`config.mk`:
```
export PLATFORM = sky130hd
export DESIGN_NAME = dle_stuffed_frame_receiver
export DESIGN_NICKNAME = d
export VERILOG_FILES = /design/src/rtl/dfr_pkg.sv /design/src/rtl/dfr_crc_step.sv /design/src/rtl/dfr_frame_core.sv /design/src/rtl/dfr_out_skid.sv /design/src/rtl/dle_stuffed_frame_receiver.sv
export SDC_FILE = /design/constraint.sdc
export NUM_CORES = 1
export LEC_CHECK = 0
export BUFFER_PORTS_ARGS = -buffer_cell sky130_fd_sc_hd__clkbuf_2
export CAP_MARGIN = 20
export CORE_ASPECT_RATIO = 1.4
export CORE_MARGIN = 2
export CORE_UTILIZATION = 60
export CTS_CLUSTER_SIZE = 30
export DETAILED_ROUTE_END_ITERATION = 12
export GPL_TIMING_DRIVEN = 1
export PLACE_DENSITY = 0.81
export SYNTH_ARGS = -nofsm -noshare
export SYNTH_HDL_FRONTEND = slang
export SYNTH_SLANG_ARGS = --single-unit
```
`constraint.sdc`:
```
create_clock -name clk -period 8.35 [get_ports clk]
set_input_delay 1.2525 -clock clk [delete_from_list [all_inputs] [get_ports clk]]
set_output_delay 1.2525 -clock clk [all_outputs]
set_load 0.005 [all_outputs]
```
`src/rtl/dfr_pkg.sv`:
```
// Package for the byte-stuffed frame receiver: framing symbols, status codes,
// register indexes and the word types of the input, result and configuration paths.
// No dependencies.
package dfr_pkg;

  // Framing symbols.
  localparam logic [7:0] SYM_DLE = 8'h10;
  localparam logic [7:0] SYM_STX = 8'h02;
  localparam logic [7:0] SYM_ETX = 8'h03;
  localparam logic [7:0] SYM_ETB = 8'h17;

  // Frame geometry: two header bytes, four trailer bytes, six fixed bytes in all.
  localparam int unsigned HDR_LEN      = 2;
  localparam int unsigned TRAILER_LEN  = 4;
  localparam int unsigned FIXED_FIELDS = 6;
  // Unstuffed byte positions of the length field, high byte first.
  localparam int unsigned LEN_HI_POS   = 4;
  localparam int unsigned LEN_LO_POS   = 5;

  // Frame status codes.
  localparam logic [2:0] STATUS_PASS       = 3'd0;
  localparam logic [2:0] STATUS_BAD_FRAME  = 3'd1;
  localparam logic [2:0] STATUS_STUFFING   = 3'd2;
  localparam logic [2:0] STATUS_LENGTH     = 3'd3;
  localparam logic [2:0] STATUS_CRC        = 3'd4;
  localparam logic [2:0] STATUS_TOO_SHORT  = 3'd5;

  // Configuration register indexes.
  localparam int unsigned CFG_IDX_W = 1;
  localparam logic [CFG_IDX_W-1:0] CFG_CRC_POLYNOMIAL = 1'b0;
  localparam logic [CFG_IDX_W-1:0] CFG_CRC_INITIAL    = 1'b1;

  // Configuration register reset values.
  localparam logic [15:0] CRC_POLY_RESET = 16'h1021;
  localparam logic [15:0] CRC_INIT_RESET = 16'hFFFF;

  // One raw byte of a transfer.
  typedef struct packed {
    logic [7:0] rx_byte;
    logic       end_of_transfer;
  } rx_item_t;

  // One result word.
  typedef struct packed {
    logic       payload_valid;
    logic [7:0] payload_byte;
    logic       frame_done;
    logic [2:0] frame_status;
    logic       final_block;
  } result_t;

  // CRC settings passed from the register file to the frame logic.
  typedef struct packed {
    logic [15:0] polynomial;
    logic [15:0] initial_value;
  } crc_cfg_t;

endpackage

```
`src/rtl/dfr_crc_step.sv`:
```
// Bytewise CRC-16 update, MSB first, non-reflected, programmable polynomial.
// Purely combinational; no package dependency.
module dfr_crc_step (
  input  logic [15:0] crc_in,
  input  logic [7:0]  data,
  input  logic [15:0] polynomial,
  output logic [15:0] crc_out
);

  // Eight shift-and-reduce steps, one per data bit.
  always_comb begin
    logic [15:0] acc;
    acc = crc_in ^ {data, 8'h00};
    for (int k = 0; k < 8; k++) begin
      if (acc[15]) begin
        acc = {acc[14:0], 1'b0} ^ polynomial;
      end else begin
        acc = {acc[14:0], 1'b0};
      end
    end
    crc_out = acc;
  end

endmodule

```
`src/rtl/dfr_frame_core.sv`:
```
// Frame state and per-byte logic: lookahead, unstuffing, CRC, length capture
// and the end-of-frame checks. Uses dfr_pkg and dfr_crc_step.
module dfr_frame_core
  import dfr_pkg::*;
#(
  parameter int unsigned MAX_FRAME_BYTES = 255
) (
  input  logic     clk,
  input  logic     rst,
  input  logic     accept,
  input  rx_item_t in_word,
  input  crc_cfg_t crc_cfg,
  output logic     result_push,
  output result_t  result
);

  localparam int unsigned CNT_W = $clog2(MAX_FRAME_BYTES + 1);
  localparam logic [CNT_W-1:0] CNT_MAX   = CNT_W'(MAX_FRAME_BYTES);
  localparam logic [CNT_W-1:0] CNT_PAYLD = CNT_W'(HDR_LEN + TRAILER_LEN);
  localparam logic [CNT_W-1:0] CNT_FIXED = CNT_W'(FIXED_FIELDS);

  // Frame registers.
  logic [7:0]       lookahead [4];
  logic [CNT_W-1:0] raw_count;
  logic [CNT_W-1:0] unstuffed_count;
  logic             escape_pending;
  logic             header_ok;
  logic             stuffing_error;
  logic             overlong;
  logic [15:0]      crc_register;
  logic [15:0]      length_capture;

  logic [CNT_W-1:0] raw_count_next;
  logic [CNT_W-1:0] unstuffed_count_next;
  logic             escape_pending_next;
  logic             header_ok_next;
  logic             stuffing_error_next;
  logic             overlong_next;
  logic [15:0]      crc_register_next;
  logic [15:0]      length_capture_next;

  logic        take;
  logic        emit;
  logic [7:0]  code_byte;
  logic [15:0] sent_crc;
  logic [15:0] crc_fed;
  logic [15:0] len_expect;
  logic        enough;
  logic [2:0]  status;

  dfr_crc_step u_crc (
    .crc_in     (crc_register),
    .data       (lookahead[3]),
    .polynomial (crc_cfg.polynomial),
    .crc_out    (crc_fed)
  );

  // Header tracking, unstuffing and counters.
  always_comb begin
    header_ok_next = header_ok;
    if (raw_count == '0) begin
      header_ok_next = (in_word.rx_byte == SYM_DLE);
    end else if (raw_count == CNT_W'(1)) begin
      header_ok_next = header_ok && (in_word.rx_byte == SYM_STX);
    end

    // The oldest lookahead byte is payload once header and trailer room are filled.
    take                = (raw_count >= CNT_PAYLD);
    emit                = 1'b0;
    escape_pending_next = escape_pending;
    stuffing_error_next = stuffing_error;
    if (take) begin
      if (lookahead[3] == SYM_DLE) begin
        emit                = !escape_pending;
        escape_pending_next = !escape_pending;
      end else if (escape_pending) begin
        stuffing_error_next = 1'b1;
      end else begin
        emit = 1'b1;
      end
    end

    crc_register_next    = crc_register;
    length_capture_next  = length_capture;
    unstuffed_count_next = unstuffed_count;
    if (raw_count == '0) begin
      crc_register_next = crc_cfg.initial_value;
    end else if (emit) begin
      crc_register_next = crc_fed;
    end
    if (emit) begin
      if (unstuffed_count == CNT_W'(LEN_HI_POS)) begin
        length_capture_next[15:8] = lookahead[3];
      end else if (unstuffed_count == CNT_W'(LEN_LO_POS)) begin
        length_capture_next[7:0] = lookahead[3];
      end
      if (unstuffed_count < CNT_MAX) begin
        unstuffed_count_next = unstuffed_count + CNT_W'(1);
      end
    end

    raw_count_next = raw_count;
    overlong_next  = overlong;
    if (raw_count < CNT_MAX) begin
      raw_count_next = raw_count + CNT_W'(1);
    end else begin
      overlong_next = 1'b1;
    end
  end

  // End-of-frame checks, seen through the shifted lookahead.
  always_comb begin
    code_byte  = lookahead[1];
    sent_crc   = {lookahead[0], in_word.rx_byte};
    enough     = overlong_next || (raw_count_next >= CNT_PAYLD);
    len_expect = 16'(unstuffed_count_next - CNT_FIXED);
    if (!enough) begin
      status = STATUS_TOO_SHORT;
    end else if (!header_ok_next || lookahead[2] != SYM_DLE ||
                 (code_byte != SYM_ETB && code_byte != SYM_ETX)) begin
      status = STATUS_BAD_FRAME;
    end else if (stuffing_error_next || escape_pending_next) begin
      status = STATUS_STUFFING;
    end else if (unstuffed_count_next < CNT_FIXED) begin
      status = STATUS_TOO_SHORT;
    end else if (overlong_next || length_capture_next != len_expect) begin
      status = STATUS_LENGTH;
    end else if (crc_register_next != sent_crc) begin
      status = STATUS_CRC;
    end else begin
      status = STATUS_PASS;
    end
  end

  // Result word for this byte.
  always_comb begin
    result.payload_valid = emit;
    result.payload_byte  = emit ? lookahead[3] : 8'h00;
    result.frame_done    = in_word.end_of_transfer;
    result.frame_status  = in_word.end_of_transfer ? status : STATUS_PASS;
    result.final_block   = in_word.end_of_transfer && enough && (code_byte == SYM_ETX);
    result_push          = accept && (emit || in_word.end_of_transfer);
  end

  // Lookahead shift line; every byte read is overwritten before use.
  always_ff @(posedge clk) begin
    if (accept) begin
      lookahead[3] <= lookahead[2];
      lookahead[2] <= lookahead[1];
      lookahead[1] <= lookahead[0];
      lookahead[0] <= in_word.rx_byte;
    end
  end

  // Frame state; cleared at reset and after the closing byte.
  always_ff @(posedge clk) begin
    if (rst) begin
      raw_count       <= '0;
      unstuffed_count <= '0;
      escape_pending  <= 1'b0;
      header_ok       <= 1'b0;
      stuffing_error  <= 1'b0;
      overlong        <= 1'b0;
      length_capture  <= 16'h0000;
      crc_register    <= CRC_INIT_RESET;
    end else if (accept) begin
      if (in_word.end_of_transfer) begin
        raw_count       <= '0;
        unstuffed_count <= '0;
        escape_pending  <= 1'b0;
        header_ok       <= 1'b0;
        stuffing_error  <= 1'b0;
        overlong        <= 1'b0;
        length_capture  <= 16'h0000;
        crc_register    <= crc_cfg.initial_value;
      end else begin
        raw_count       <= raw_count_next;
        unstuffed_count <= unstuffed_count_next;
        escape_pending  <= escape_pending_next;
        header_ok       <= header_ok_next;
        stuffing_error  <= stuffing_error_next;
        overlong        <= overlong_next;
        length_capture  <= length_capture_next;
        crc_register    <= crc_register_next;
      end
    end
  end

endmodule

```
`src/rtl/dfr_out_skid.sv`:
```
// Output register with a skid stage, so the input side keeps a registered ready.
// Uses dfr_pkg for the result word type.
module dfr_out_skid
  import dfr_pkg::*;
(
  input  logic    clk,
  input  logic    rst,
  input  logic    push,
  input  result_t push_word,
  output logic    space,
  output logic    out_valid,
  input  logic    out_ready,
  output result_t out_word
);

  logic    skid_valid;
  result_t skid_word;

  // Room for one more word whenever the skid stage is empty.
  assign space = !skid_valid;

  // Valid flags.
  always_ff @(posedge clk) begin
    if (rst) begin
      out_valid  <= 1'b0;
      skid_valid <= 1'b0;
    end else if (!out_valid || out_ready) begin
      out_valid  <= skid_valid || push;
      skid_valid <= 1'b0;
    end else if (push) begin
      skid_valid <= 1'b1;
    end
  end

  // Data path; the skid word has priority as it is older.
  always_ff @(posedge clk) begin
    if (!out_valid || out_ready) begin
      out_word <= skid_valid ? skid_word : push_word;
    end else if (push) begin
      skid_word <= push_word;
    end
  end

endmodule

```
`src/rtl/dle_stuffed_frame_receiver.sv`:
```
// DLE/STX/ETX byte-stuffed frame receiver with CRC-16 check.
// Uses dfr_pkg, dfr_frame_core and dfr_out_skid.
//
// Usage:
//   The input channel (in_valid, in_ready, in_word) takes one raw byte of a
//   transfer per word, with end_of_transfer set on the last byte. A frame is
//   DLE STX, a payload with every DLE doubled, DLE ETB or DLE ETX, and a
//   CRC-16 high byte first. The output channel (out_valid, out_ready,
//   out_word) gives the unstuffed payload bytes, the last of which may share
//   a word with the frame close, which carries frame_status and final_block.
//   Bytes that yield neither produce no output word.
//   The CRC polynomial and start value are written through cfg_write,
//   cfg_index and cfg_data while the block is idle.
// Timing: a result word is registered into the output register (or the skid
//   stage under a stall) as its byte is accepted; a payload byte is released
//   four raw bytes after it arrives, held back by the trailer lookahead.
// Throughput: one byte per cycle while in_ready is high; the CRC update is
//   a combinational bytewise unit between the frame and output registers.
// Stalls: an output register and a one-word skid stage absorb a stall of
//   out_ready; in_ready falls once the skid stage holds a word.
// Reset: rst (synchronous) clears the frame state and both output stages and
//   restores polynomial 0x1021 and start value 0xFFFF.
module dle_stuffed_frame_receiver
  import dfr_pkg::*;
#(
  parameter int unsigned MAX_FRAME_BYTES = 255
) (
  input  logic                 clk,
  input  logic                 rst,
  input  logic                 in_valid,
  output logic                 in_ready,
  input  rx_item_t             in_word,
  output logic                 out_valid,
  input  logic                 out_ready,
  output result_t              out_word,
  input  logic                 cfg_write,
  input  logic [CFG_IDX_W-1:0] cfg_index,
  input  logic [15:0]          cfg_data
);

  crc_cfg_t crc_cfg;
  logic     accept;
  logic     result_push;
  result_t  result;
  logic     space;

  // Configuration registers.
  always_ff @(posedge clk) begin
    if (rst) begin
      crc_cfg.polynomial    <= CRC_POLY_RESET;
      crc_cfg.initial_value <= CRC_INIT_RESET;
    end else if (cfg_write) begin
      case (cfg_index)
        CFG_CRC_POLYNOMIAL: crc_cfg.polynomial    <= cfg_data;
        CFG_CRC_INITIAL:    crc_cfg.initial_value <= cfg_data;
        default: ;
      endcase
    end
  end

  // Input handshake.
  assign in_ready = space;
  assign accept   = in_valid && in_ready;

  dfr_frame_core #(
    .MAX_FRAME_BYTES (MAX_FRAME_BYTES)
  ) u_core (
    .clk         (clk),
    .rst         (rst),
    .accept      (accept),
    .in_word     (in_word),
    .crc_cfg     (crc_cfg),
    .result_push (result_push),
    .result      (result)
  );

  dfr_out_skid u_out (
    .clk       (clk),
    .rst       (rst),
    .push      (result_push),
    .push_word (result),
    .space     (space),
    .out_valid (out_valid),
    .out_ready (out_ready),
    .out_word  (out_word)
  );

endmodule

```
## Yosys cells after proc, flatten, opt, wreduce, memory -nomap -nowiden

Memories as Yosys holds them, arrays and structs flattened.
Index checks and enable logic that the tools add are counted.
W data, S select, Z words.

| storage, ports and cells | value |
|---|---|
| output and inout bits | 16 |
| memories | 1 |
| memory bits (writable) | 32 |
| bits in registers | 114 |
| input port bits | 31 |

| operators by class | value |
|---|---|
| equality and inequality tests | 12 |
| add/subtract/negate cells | 3 |
| bitwise gates (word level) | 11 |
| reduce and logical (&&, ||, !) cells | 23 |
| mux-type cells | 47 |
| magnitude comparators | 5 |

Memory list:

| memory | depth | bits a word | rd ports | clocked after Yosys merged registers in | write ports | RTL line | text |
|---|---|---|---|---|---|---|---|
| u_core.lookahead | 4 | 8 | 4 | 0 | 4 | dfr_frame_core.sv:23 | `logic [7:0] lookahead [4];` |

Operators by type and width:

| operator | number |
|---|---|
| $mux W16 | 13 |
| $xor A16 B16 Y16 | 9 |
| $mux W8 | 9 |
| $ne A16 B16 Y1 | 2 |
| $mux W3 | 7 |
| $mux W1 | 17 |
| $add A8 B1 Y8 const B | 2 |
| $eq A8 B2 Y1 const B | 2 |
| $eq A8 B3 Y1 const B | 2 |
| $eq A8 B5 Y1 const B | 2 |
| $ge A8 B3 Y1 const B | 2 |
| $lt A8 B8 Y1 const B | 2 |
| $ne A8 B5 Y1 const B | 2 |
| $mux W14 | 1 |
| $sub A8 B3 Y9 const B | 1 |
| $eq A8 B1 Y1 const B | 1 |
| $logic_not A8 Y1 | 1 |
| $logic_or A1 B1 Y1 | 8 |
| $lt A8 B3 Y1 const B | 1 |
| $ne A8 B2 Y1 const B | 1 |
| $logic_and A1 B1 Y1 | 6 |
| $reduce_and A2 Y1 | 3 |
| $logic_not A1 Y1 | 4 |
| $not A1 Y1 | 2 |
| $reduce_or A2 Y1 | 1 |

## Depth between registers and ports, before layout

Gate-level depths: netlist of the first run.

| depth | value |
|---|---|
| depth in word-level cells | 28 |
| mapped depth | 20 |

## Modules after synthesis

A second synthesis of the first run with hierarchy kept.

| second synthesis, totals | value |
|---|---|
| cell total of the unflattened synthesis | 1102 |
| area total of the unflattened synthesis | 10191.0 um^2 |

By module, submodules not included:

| module | sequential area each (um^2) | instances | area an instance (um^2) | cells each |
|---|---|---|---|---|
| dfr_frame_core | 2001.9 | 1 | 4808.4 | 539 |
| dfr_crc_step | 0.0 | 1 | 2897.8 | 383 |
| dle_stuffed_frame_receiver | 640.6 | 1 | 1353.8 | 127 |
| dfr_out_skid | 880.8 | 1 | 1131.1 | 53 |

## Worst setup path after synthesis of the first run

No wires, ideal clock.

| timing | value |
|---|---|
| kind | register to register |
| start | memory u_core.lookahead[3][6] |
| end | register, netlist name u_out.out_word[3] |
| cell stages (with the launch flop) | 19 |
| arrival | 4428 ps |
| path slack | 3659 ps |
| setup time | 263 ps |
| path through | edfxtp_1 -> buf_2 -> xnor2_1 -> or3_1 -> o221a_1 -> o211ai_1 -> or3_1 -> buf_4 -> a2111oi_4 -> nor3_4 -> xnor2_1 -> a31oi_1 -> nand3_1 -> and3_1 -> xnor3_1 -> nor4_1 -> a41oi_1 -> nor4_2 -> o21ai_1 |

RTL lines:

| what | RTL line |
|---|---|
| from (decl) | dfr_frame_core.sv:23 |

==> results.sh, run 1 <==
export IMPL_synth_edf_count=60
export IMPL_slew_viol_final=0
export IMPL_boundaryPins=47
export IMPL_maxSlewHeadroom=0.337
export IMPL_area_growth_syn_to_layout_pct=8.11
export IMPL_cts_hold_buf=0
export IMPL_setup_tns_ps=0
export IMPL_grt_pass1_vias=8898
export IMPL_ant_nets=0
export IMPL_ys_seq_area_frac=0.343
export IMPL_htreeDepth=4
export IMPL_switching_share=0.361
export IMPL_num_nets_final=1240
export IMPL_dpl_instance_area_sq_mm=0.0105
export IMPL_wirelength_microns=29900
export IMPL_vias=9446
export IMPL_async_flop_share=0
export IMPL_hold_class="reg2reg"
export IMPL_fin_total_pwr_uw=2360
export IMPL_intPower_uw=1510
export IMPL_required_ps=8520
export IMPL_max_cap_viol_count=0
export IMPL_hold_path_depth=0
export IMPL_fin_ws_ps=2530
export IMPL_io_buffers=46
export IMPL_finalCriticalPeriod_ps=5820
export IMPL_drt_iter0_markers=994
export IMPL_synth_xor_area_frac=0.161
export IMPL_start_util=0.614
export IMPL_vdd_ir_drop_max_mv=0.160
export IMPL_cts_sinks=146
export IMPL_gp_congestion=1.03
export IMPL_p_switching_uw=850
export IMPL_hold_viol_final=0
export IMPL_clk_latency_ps=440
export IMPL_crit_path_end_kind="register"
export IMPL_vias_per_cell=6.67
export IMPL_post_cts_buffers=0
export IMPL_layout_drive_gt1_share=0.109
export IMPL_yosys_top_cells_area="edfxtp_1 (18%), dfxtp_1 (17%), xnor2_1 (8.9%)"
export IMPL_worst_pin_slew_ps=987
export IMPL_r2r_cells=17
export IMPL_worstSetupStartpoint="crc_cfg[31]"
export IMPL_power_density_mw_per_mm2=212
export IMPL_track_usage=0.329
export IMPL_synth_fa_ha_area_frac=0.0110
export IMPL_fin_worst_skew_ps=8.50
export IMPL_synth_top_flop_cell="dfxtp_1"
export IMPL_placed_cells=1383
export IMPL_rows=56
export IMPL_cts_buffers=17
export IMPL_fin_crit_sh=0.698
export IMPL_die_area_sq_mm=0.0182
export IMPL_drc_errors=0
export IMPL_worstPathMaxFanout=50
export IMPL_setup_viol=0
export IMPL_min_delay_start="u_core.lookahead[2][4]"
export IMPL_r2r_start="crc_cfg[31]"
export IMPL_comb_power_share=0.317
export IMPL_start_kind="register"
export IMPL_yosys_mux_area_fraction=0.0318
export IMPL_synth_warnings=0
export IMPL_stdcell_area_sq_mm=0.0111
export IMPL_clockBufferDepth=2
export IMPL_p_leak_uw=0.00406
export IMPL_fmax_mhz=172
export IMPL_status="finished clean"
export IMPL_synth_top_area_frac=0.175
export IMPL_synthesis_nets=1249
export IMPL_grt_pass1_wl_microns=47200
export IMPL_fin_cells=1416
export IMPL_critPathKind="reg2reg"
export IMPL_grt_ovfl_total=0
export IMPL_synth_cell_area_sq_mm=0.0103
export IMPL_path_clk_slew_ps=70
export IMPL_fp_coreArea_sq_mm=0.0167
export IMPL_power_clock_fraction=0.336
export IMPL_synth_top_family_by_area="simple AND/OR/NAND/NOR gates"
export IMPL_worstSetupEndpoint="u_out.skid_word[3]"
export IMPL_ctsResizeCount=0
export IMPL_ys_seq_elements=146
export IMPL_grt_start_max_net_pins=64
export IMPL_rsz0062_at_grt="no"
export IMPL_synthCells=1209
export IMPL_diodes=0
export IMPL_reg2reg_to="u_out.skid_word[3]"
export IMPL_die_h_microns=159
export IMPL_cts_root_buf="clkbuf_16"
export IMPL_avgRoutedWirePerCell_microns=21.1
export IMPL_die_width_microns=115
export IMPL_critPathArrivalTime_ps=5990
export IMPL_p_seq_frac=0.347
export IMPL_drt_pass1_iter_count=6
export IMPL_avgSynthCellArea_sq_um=8.50
export IMPL_dpl_hpwl_microns=21200
export IMPL_yosysTopAreaCell="edfxtp_1"
export IMPL_grt_antenna_before_repair=0
export IMPL_place_ws_ps=2650
export IMPL_cts_tree="done"
export IMPL_synth_compound_area_share=0.200
export IMPL_ys_types=88
export IMPL_yosys_area_share_simple=0.212
export IMPL_reg2reg_slack_ps=2530
final cells by class:
type	count	area, sq um
Clock buffer	17	425
Multi-Input combinational cell	956	6330
Clock inverter	15	188
Tap cell	203	254
Timing Repair Buffer	56	305
Fill cell	1344	5630
Sequential cell	146	3520
Inverter	23	86.3
metal layers:
metal | global-route usage | share of wire | vias to the layer above
li1 | - | - | 4358
met1 | 0.377 | 0.37 | 4459
met2 | 0.566 | 0.50 | 484
met3 | 0.0496 | 0.066 | 145
met4 | 0.203 | 0.069 | 0
met5 | 0 | 0 | -
cell usage after synthesis (10+ instances only):
library cell / number
a211oi_1: 10
a21oi_1: 61
a22o_1: 11
a22oi_1: 36
a31oi_1: 22
and2_1: 21
and3_1: 14
clkbuf_1: 70
dfxtp_1: 86
edfxtp_1: 60
inv_1: 21
mux2_2: 13
mux2i_1: 18
nand2_1: 178
nand2b_1: 10
nand3_1: 64
nand4_1: 14
nor2_1: 76
nor3_1: 27
nor4_1: 14
o211ai_1: 15
o21ai_0: 57
xnor2_1: 104
xor2_1: 35
placed cells by master (no fill, tap or decap), types with 15 or more instances in the layout:
cell / count
clkbuf_2: 46
inv_1: 21
mux2i_1: 18
and2_1: 21
dfxtp_1: 86
o21ai_0: 57
clkbuf_16: 17
a21oi_1: 61
edfxtp_1: 60
nor2_1: 76
nand3_1: 64
a31oi_1: 22
nor3_1: 27
a22oi_1: 36
nand2_1: 178
o211ai_1: 15
xnor2_1: 104
xor2_1: 35
state kept, by name (all words and copies together), names as in the netlist, 8 cells and up:
signal / count
u_core.crc_register: 16
u_out.skid_word: 14
u_core.unstuffed_count: 8
u_core.length_capture: 16
u_core.lookahead: 32
crc_cfg: 32
u_core.raw_count: 8
u_out.out_word: 14
stage by stage:
step                      hold slack [ps]  utilization
final                                 434        0.664
after global routing                  438        0.664
after CTS                             437        0.663
after detailed placement              426        0.627
after global placement                430        0.627
after floorplan                       418            -
worst min path at each step:
stage | endpoint | slack [ps]
floorplan | u_core.lookahead[3][4] | 420
global placement | u_core.lookahead[2][0] | 430
detailed placement | u_core.lookahead[3][4] | 430
CTS | u_core.lookahead[3][4] | 440
global route | u_core.lookahead[3][4] | 440
finish | u_core.lookahead[3][4] | 430
power by group through the flow:
stage | Combinational [uW] | Clock (uW) | Sequential (uW)
after detailed placement | 729 | 0 | 831
after global placement | 721 | 0 | 831
after CTS | 733 | 794 | 816
final | 747 | 792 | 818
after floorplan | 597 | 0 | 804
after global routing | 803 | 823 | 820
critical path, cell delays in order, from the launching register on:
cell	delay [ps]
dfxtp_1	300
buf_4	270
inv_1	670
nor3_1	250
nor2_2	570
a21oi_1	140
a221oi_1	440
xnor2_2	260
xor2_1	330
a21oi_1	180
nor3_2	450
o21ai_0	170
xnor2_1	280
xnor3_1	260
nor4_1	310
a41oi_1	200
nor4_2	370
o31ai_1	100
logic make-up after synthesis:
| group | count (synthesis) |
|---|---|
| buffers and inverters | 107 |
| DFF | 146 |
| AOI/OAI and AO/OA | 298 |
| adders and majority gates | 9 |
| muxes | 31 |
| and+or+nand+nor | 459 |
| xor gates and xnor gates | 159 |
Note: power is estimated with default switching activity, not from simulation.
==> inputs of run 2 (changes only) <==
--- a/config.mk
+++ b/config.mk
@@ -9,7 +9,7 @@
 export CAP_MARGIN = 20
 export CORE_ASPECT_RATIO = 1.4
 export CORE_MARGIN = 2
-export CORE_UTILIZATION = 60
+export CORE_UTILIZATION = 57
 export CTS_CLUSTER_SIZE = 30
 export DETAILED_ROUTE_END_ITERATION = 12
 export GPL_TIMING_DRIVEN = 1
==> constraint.sdc (replaced) <==
create_clock -name clk -period 5.1 [get_ports clk]
set_input_delay 0.765 -clock clk [delete_from_list [all_inputs] [get_ports clk]]
set_output_delay 0.765 -clock clk [all_outputs]
set_load 0.005 [all_outputs]
==> run 2 against run 1 <==
Hold slack better by 23 ps. Sequential power grew 63%. Die area increased by 5.1%. Critical path depth grew 2. Core utilization shrank 0.35 points. Routed wire length grew 2.6%. Clock skew increased by 7.9 ps. Largest power group is now combinational cells.
==> results.sh, run 2 (synthesis results as in run 1) <==
export IMPL_maxSlewHeadroom=0.478
export IMPL_use_met1=0.350
export IMPL_layout_commonest_cell="nand2_1"
export IMPL_mostFrequentLayoutCells="nand2_1 (178), xnor2_1 (100), dfxtp_1 (84)"
export IMPL_cts_tree="done"
export IMPL_drt_iter0_markers=1147
export IMPL_cts_root_buf="clkbuf_16"
export IMPL_fin_worst_skew_ps=16.4
export IMPL_place_ws_ps=49.8
export IMPL_timing_hold_ws_ps=457
export IMPL_fin_ws_ps=191
export IMPL_grt_antenna_before_repair=0
export IMPL_hold_viol_final=0
export IMPL_cts_sinks=146
export IMPL_r2r_cells=19
export IMPL_max_cap_viol_count=0
export IMPL_wirelength_microns=30700
export IMPL_p_leak_uw=0.00438
export IMPL_min_delay_start="u_core.lookahead[1][6]"
export IMPL_top_usage_layer="met2"
export IMPL_slew_viol_final=0
export IMPL_drc_errors=0
export IMPL_track_usage=0.313
export IMPL_fp_coreArea_sq_mm=0.0179
export IMPL_reg2reg_to="u_out.out_word[3]"
export IMPL_io_buffers=46
export IMPL_cts_buffers=17
export IMPL_required_ps=5260
export IMPL_min_to="u_core.lookahead[2][6]"
export IMPL_setup_viol=0
export IMPL_fin_crit_sh=0.963
export IMPL_layout_drive_gt1_share=0.169
export IMPL_critPathArrivalTime_ps=5070
export IMPL_vias_per_cell=6.48
export IMPL_die_width_microns=118
export IMPL_grt_ovfl_total=0
export IMPL_power_density_mw_per_mm2=341
export IMPL_num_nets_final=1297
export IMPL_boundaryPins=47
export IMPL_start_kind="register"
export IMPL_clk_latency_ps=430
export IMPL_vdd_ir_drop_max_mv=0.224
export IMPL_path_clk_slew_ps=70
export IMPL_placed_cells=1464
export IMPL_diodes=0
export IMPL_worst_pin_slew_ps=773
export IMPL_setup_tns_ps=0
export IMPL_htreeDepth=4
export IMPL_finalCriticalPeriod_ps=4910
export IMPL_ant_nets=0
export IMPL_status="finished clean"
export IMPL_cts_hold_buf=0
export IMPL_groute_layer_met3_usage=0.0368
export IMPL_dpl_hpwl_microns=21900
export IMPL_hold_class="reg2reg"
export IMPL_final_core_util=0.660
export IMPL_use_met2=0.561
export IMPL_rows=58
export IMPL_gp_congestion=0.989
export IMPL_vias=9783
export IMPL_r2r_start="u_core.lookahead[3][7]"
export IMPL_fin_cells=1510
export IMPL_fmax_mhz=204
export IMPL_start_util=0.576
export IMPL_reg_top3="crc_cfg x32, u_core.lookahead x32"
export IMPL_worstPathMaxFanout=6
export IMPL_critPathKind="reg2reg"
export IMPL_grt_pass1_vias=9118
export IMPL_drt_pass1_iter_count=6
export IMPL_grt_start_max_net_pins=64
export IMPL_grt_pass1_wl_microns=47800
export IMPL_reg2reg_slack_ps=190
export IMPL_area_growth_syn_to_layout_pct=14.6
export IMPL_hold_path_depth=0
export IMPL_avgRoutedWirePerCell_microns=20.3
export IMPL_die_area_sq_mm=0.0191
export IMPL_die_h_microns=163
export IMPL_crit_path_end_kind="register"
export IMPL_clockBufferDepth=2
==> run 2: timing repair <==
action,CTS,global route
setup buffers,0,12
resized for setup,0,41
endpoints found under the setup margin,0,2
==> run 2: power by group <==
| group | switching [uW] | internal (uW) |
|---|---|---|
| Sequential | 67.9 | 1260 |
| Clock | 555 | 697 |
| Combinational | 795 | 641 |
==> run 2: how the worst max path moves through the flow <==
stage,cells after the start,startpoint,endpoint
after floorplan,18,u_core.lookahead[3][6],u_out.out_word[3]
after global placement,17,u_core.lookahead[3][5],u_out.out_word[3]
after detailed placement,16,u_core.lookahead[3][7],u_out.out_word[3]
after CTS,16,u_core.lookahead[3][7],u_out.out_word[3]
after global routing,17,u_core.lookahead[3][5],u_out.out_word[3]
final,19,u_core.lookahead[3][7],u_out.out_word[3]
==> run 2: worst max-delay path, cell delays in order (launching register included) <==
cell	delay, ps
edfxtp_1	360
buf_4	190
xnor2_2	180
or3_1	380
nand2_1	150
xnor3_1	430
and2_1	180
xnor3_2	340
xnor2_2	210
nor3_2	220
nor3_2	80
buf_4	170
buf_4	140
o21a_1	170
xnor2_1	280
xnor3_1	290
o21ai_0	150
o2111ai_1	180
nor4_2	410
o21ai_1	120
==> run 2: stage by stage <==
stage | area [sq um] | total power [uW]
2_1_floorplan | 10300 | 2290
3_3_place_gp | 10900 | 2620
3_5_place_dp | 10900 | 2640
4_1_cts | 11500 | 3880
5_1_grt | 11800 | 4170
6_report | 11800 | 4020
==> run 2: layout make-up <==
| type | count | area, sq um |
|---|---|---|
| fillers | 1442 | 6070 |
| clock inverters | 15 | 161 |
| clock buffers | 17 | 425 |
| flip-flops and latches | 146 | 3530 |
| inverters | 23 | 86.3 |
| well taps | 240 | 300 |
| multi-input cells | 957 | 6550 |
| repair buffers | 112 | 733 |
==> run 2: routing by layer <==
layer | vias to the layer above | share of wire
met2 | 592 | 0.50
li1 | 4461 | -
met4 | 0 | 0.077
met3 | 165 | 0.067
met1 | 4565 | 0.36
met5 | - | 0
